--- config.mk ---
export PLATFORM = sky130hd
export DESIGN_NAME = btpa_node_alu
export DESIGN_NICKNAME = d
export VERILOG_FILES = /design/src/hdl/assert_macros.svh /design/src/hdl/btpa_pkg.sv /design/src/hdl/btpa_node_alu.sv
export SDC_FILE = /design/constraint.sdc
export NUM_CORES = 1
export LEC_CHECK = 0
export ABC_AREA = 1
export BUFFER_PORTS_ARGS = -buffer_cell sky130_fd_sc_hd__buf_2
export CORE_MARGIN = 2
export CORE_UTILIZATION = 38
export DETAILED_ROUTE_END_ITERATION = 12
export MAX_ROUTING_LAYER = met4
export PLACE_DENSITY = 0.63
export SYNTH_ARGS = -nofsm -noshare
export SYNTH_HDL_FRONTEND = slang
export SYNTH_SLANG_ARGS = --single-unit
--- constraint.sdc ---
create_clock -name vclk -period 6.1
set_clock_uncertainty 0.15 [all_clocks]
set_input_delay 1.22 -clock vclk [all_inputs]
set_output_delay 1.22 -clock vclk [all_outputs]
set_load 0.005 [all_outputs]
--- src/hdl/assert_macros.svh ---
// ============================================================================
// Assertion macros
// Shared concurrent assertion forms for the page allocator RTL.
// ============================================================================
`ifndef ASSERT_MACROS_SVH
`define ASSERT_MACROS_SVH

// same-cycle implication, disabled while reset is asserted
`define ASSERT_IMPLY(label, clk, rst_n, ante, cons) \
    label: assert property (@(posedge clk) disable iff (!(rst_n)) (ante) |-> (cons)) \
        else $error("assertion failed: same-cycle implication");

// next-cycle implication, disabled while reset is asserted
`define ASSERT_NEXT(label, clk, rst_n, ante, cons) \
    label: assert property (@(posedge clk) disable iff (!(rst_n)) (ante) |=> (cons)) \
        else $error("assertion failed: next-cycle implication");

`endif

--- src/hdl/btpa_pkg.sv ---
`timescale 1ns / 1ps
// ============================================================================
// Buddy tree page allocator package
// Pool geometry, command and status codes, and the node unit interface.
// ============================================================================
package btpa_pkg;

    localparam int POOL_PAGES = 1024;
    localparam int LOG2_POOL  = 10;
    localparam int NODE_COUNT = 2 * POOL_PAGES - 1;
    localparam int IDX_W      = LOG2_POOL + 1;
    localparam int VAL_W      = LOG2_POOL + 1;
    localparam int CNT_W      = 11;
    localparam int OFS_W      = LOG2_POOL;
    localparam int SIZE_W     = CNT_W + 1;
    localparam int CMD_W      = 2;
    localparam int STAT_W     = 2;

    typedef enum logic [CMD_W-1:0] {
        CMD_INIT  = 2'd0,
        CMD_ALLOC = 2'd1,
        CMD_FREE  = 2'd2
    } t_cmd;

    typedef enum logic [STAT_W-1:0] {
        ST_OK    = 2'd0,
        ST_NOFIT = 2'd1,
        ST_BAD   = 2'd2
    } t_status;

    typedef struct packed {
        logic             free_mode;
        logic [VAL_W-1:0] cur;
        logic [VAL_W-1:0] sib;
        logic [VAL_W-1:0] parent_size;
        logic [VAL_W-1:0] probe;
        logic [VAL_W-1:0] need;
    } t_alu_in;

    typedef struct packed {
        logic [VAL_W-1:0] merged;
        logic             fits;
    } t_alu_out;

    // round a page count up to a power of two; counts above the pool give 2x pool
    function automatic logic [SIZE_W-1:0] round_pow2(input logic [CNT_W-1:0] cnt);
        logic [CNT_W-1:0] m;
        logic [3:0]       pos;
        m   = cnt - CNT_W'(1);
        pos = 4'd0;
        if (cnt != '0) begin
            for (int i = 0; i < CNT_W; i++) begin
                if (m[i]) begin
                    pos = 4'(i + 1);
                end
            end
        end
        return SIZE_W'(1) << pos;
    endfunction

endpackage

--- src/hdl/btpa_node_alu.sv ---
`timescale 1ns / 1ps
// ============================================================================
// Buddy tree node unit
// Shared compare and merge unit: fit test during descent, parent refresh
// (max, or coalesce on free) during the walk back to the root.
// ============================================================================
module btpa_node_alu (
    input  btpa_pkg::t_alu_in  i_op,
    output btpa_pkg::t_alu_out o_res
);
    import btpa_pkg::*;

    logic [VAL_W:0]   w_sum;
    logic [VAL_W-1:0] w_max;

    always_comb begin
        w_sum = {1'b0, i_op.cur} + {1'b0, i_op.sib};
        w_max = (i_op.cur >= i_op.sib) ? i_op.cur : i_op.sib;
        if (i_op.free_mode && (w_sum == {1'b0, i_op.parent_size})) begin
            o_res.merged = i_op.parent_size;
        end else begin
            o_res.merged = w_max;
        end
        o_res.fits = (i_op.probe >= i_op.need);
    end

endmodule

==> impl_metrics.yaml <==
run_status:
  status: "finished, final reports clean"
run:
  max_cap_violations: 0
final_layout:
  register_area_um2: 0
  antenna_cells: 0
  stdcell_area_um2: 2130
  layout-drive-gt1-share: 0.235
  instances_no_fill: 435
  nFlopsAndLatches: 0
  clockBufferCount: 0
  areaGrowthSynthToFinish_pct: 21.3
  nets: 475
synthesis:
  post_synth.cell_area_avg_um2: 5.46
  synth_area_leaders: "ha_1 (24%), nand2_1 (19%), inv_1 (11%)"
  synth_top_cell_by_area: "ha_1"
  synth_adder_area_share: 0.247
  yosysMostFrequentCell: "nand2_1"
  synthMuxAreaShare: 0
  synthTopCellsByCount: "nand2_1 (91), inv_1 (51), ha_1 (33)"
  synth_xor_area_frac: 0.0400
  synth_simple_gate_area_frac: 0.451
  yosys_warnings: 0
  postSynthCellCount: 321
  ys_types: 29
  ys_seq_area_frac: 0
  yosys.area.top_type_share: 0.236
  netlist_area_um2: 1750
  synth_compound_area_frac: 0.115
  synth_fp_nets: 411
  synth_top_family_by_area: "simple AND/OR/NAND/NOR gates"
floorplanning:
  num_rows: 24
  coreArea_um2: 4410
  die_w_um: 71.9
  pin_count: 68
  die_h_um: 71.9
  start_util: 0.397
  dieArea_um2: 5170
pwr:
  powerDensity_nw_per_um2: 90.3
  ir_worst_vdd_v: 0.0000424
  leakage_nw: 1.31
critical_path:
  crit_top_cell: "nand2_1"
  crit_fanout: 11
  cp_slowest_cell: "nor2_2"
  crit_type: "in -> out"
  cp-end-kind: "output port"
  cp.required_ns: 4.73
  crit_chain: "buf_2, ha_1, fa_1, nand2_2, nand2_2, nand3_1, nand2_1, nand2_1, nand2_1, nor2_1, nand3_1, nor2_2, nand3_1, nand2_1, buf_2"
  arrival_ns: 3.48
  crit_path_max_incr_delay_ns: 0.46
  start_kind: "primary input"
timing:
  hold_slack_ns: 2.60
  worstMarginPinSlew_ns: 0.793
  tns_ns: 0
  rsz0062_at_grt: "false"
  hold_viol: 0
  relSlewSlack: 0.470
  setup_viol: 0
  finalMaxSlewViolations: 0
  fin_crit_sh: 0.796
  min_period_ns: 4.85
  clock.fmax_mhz: 206
min_path:
  hold_path.class: "in -> out"
detailed_routing:
  vias: 2057
  wl_mm: 4.58
  viasPerCell: 4.73
  drtIter0Drc: 61
  drt.antenna.violating_nets: 0
  drc_errors: 0
  drt_first_pass_iters: 4
  routedWlPerCell_um: 10.5
placed_design:
  port_buffers: 68
  dp.cells: 435
  placed_cell_area_um2: 2130
  gp_congestion: 0.924
  hpwlAfterDp_mm: 3.98
grt:
  grt_pass1_wl_mm: 7.33
  grt_max_degree: 23
  grt_overflow: 0
  grt_pass1_vias: 1726
  grt_antenna_before_repair: 0
  grt_usage: 0.174
clock_tree:
  cts_resized: 0
  postCtsSetupRepairBufs: 0
  hold_buffers: 0
==> per-layer routing <==
layer  track usage  share of wire
met1         0.239           0.50
met2         0.308           0.45
met3       0.00139          0.047
met4             0              0
met5             -              0
==> stage by stage <==
stage | worst slack (ns) | power [mW] | utilization
floorplan | 1.92 | 0.131 | -
global placement | 1.24 | 0.190 | 0.482
detailed placement | 1.24 | 0.192 | 0.482
CTS | 1.23 | 0.192 | 0.482
global route | 1.05 | 0.219 | 0.482
finish | 1.25 | 0.192 | 0.482
==> cell usage in the layout, fill, tap and decap left out, drive strengths merged <==
master  instances
nand2          99
buf            69
inv            58
ha             33
nand3          31
nor2           28
o21ai          18
a21oi          15
nor3            7
nand4           6
xor2            6
nand3b          4
xnor2           2
nor4            2
a31oi           1
o31ai           1
and3            1
a211oi          1
fa              1
==> worst max-delay path, delay by kind of cell <==
family,cells,cell delay [ns]
adders and majority gates,2,0.64
buffers and inverters,2,0.22
and+or+nand+nor,11,1.39
==> logic make-up after synthesis <==
logic type | after synthesis
AND/OR/NAND/NOR | 178
buffers and inverters | 65
AO/OA/AOI/OAI | 36
adder cells (fa/ha/maj) | 34
XOR/XNOR | 8
==> report_power, final <==
group | internal, mW | total, mW | leakage (nW) | switching (mW)
Combinational | 0.0770 | 0.192 | 1.31 | 0.115
Clock | 0 | 0 | 0 | 0
Sequential | 0 | 0 | 0 | 0
Total | 0.0770 | 0.192 | 1.31 | 0.115
==> path summary, 6_finish.rpt <==
| kind | startpoint | endpoint | slack, ns | cells after the start |
|---|---|---|---|---|
| worst min-delay path | i_op[23] | o_res[2] | 2.60 | 4 |
| worst max-delay path | i_op[33] | o_res[10] | 1.25 | 15 |
==> cell type report <==
class | count | area (um^2)
fillers | 499 | 2290
multi-input cells | 256 | 1500
repair buffers | 69 | 348
inverters | 58 | 218
well taps | 52 | 65.1
Power figures use the tool's default switching activity.
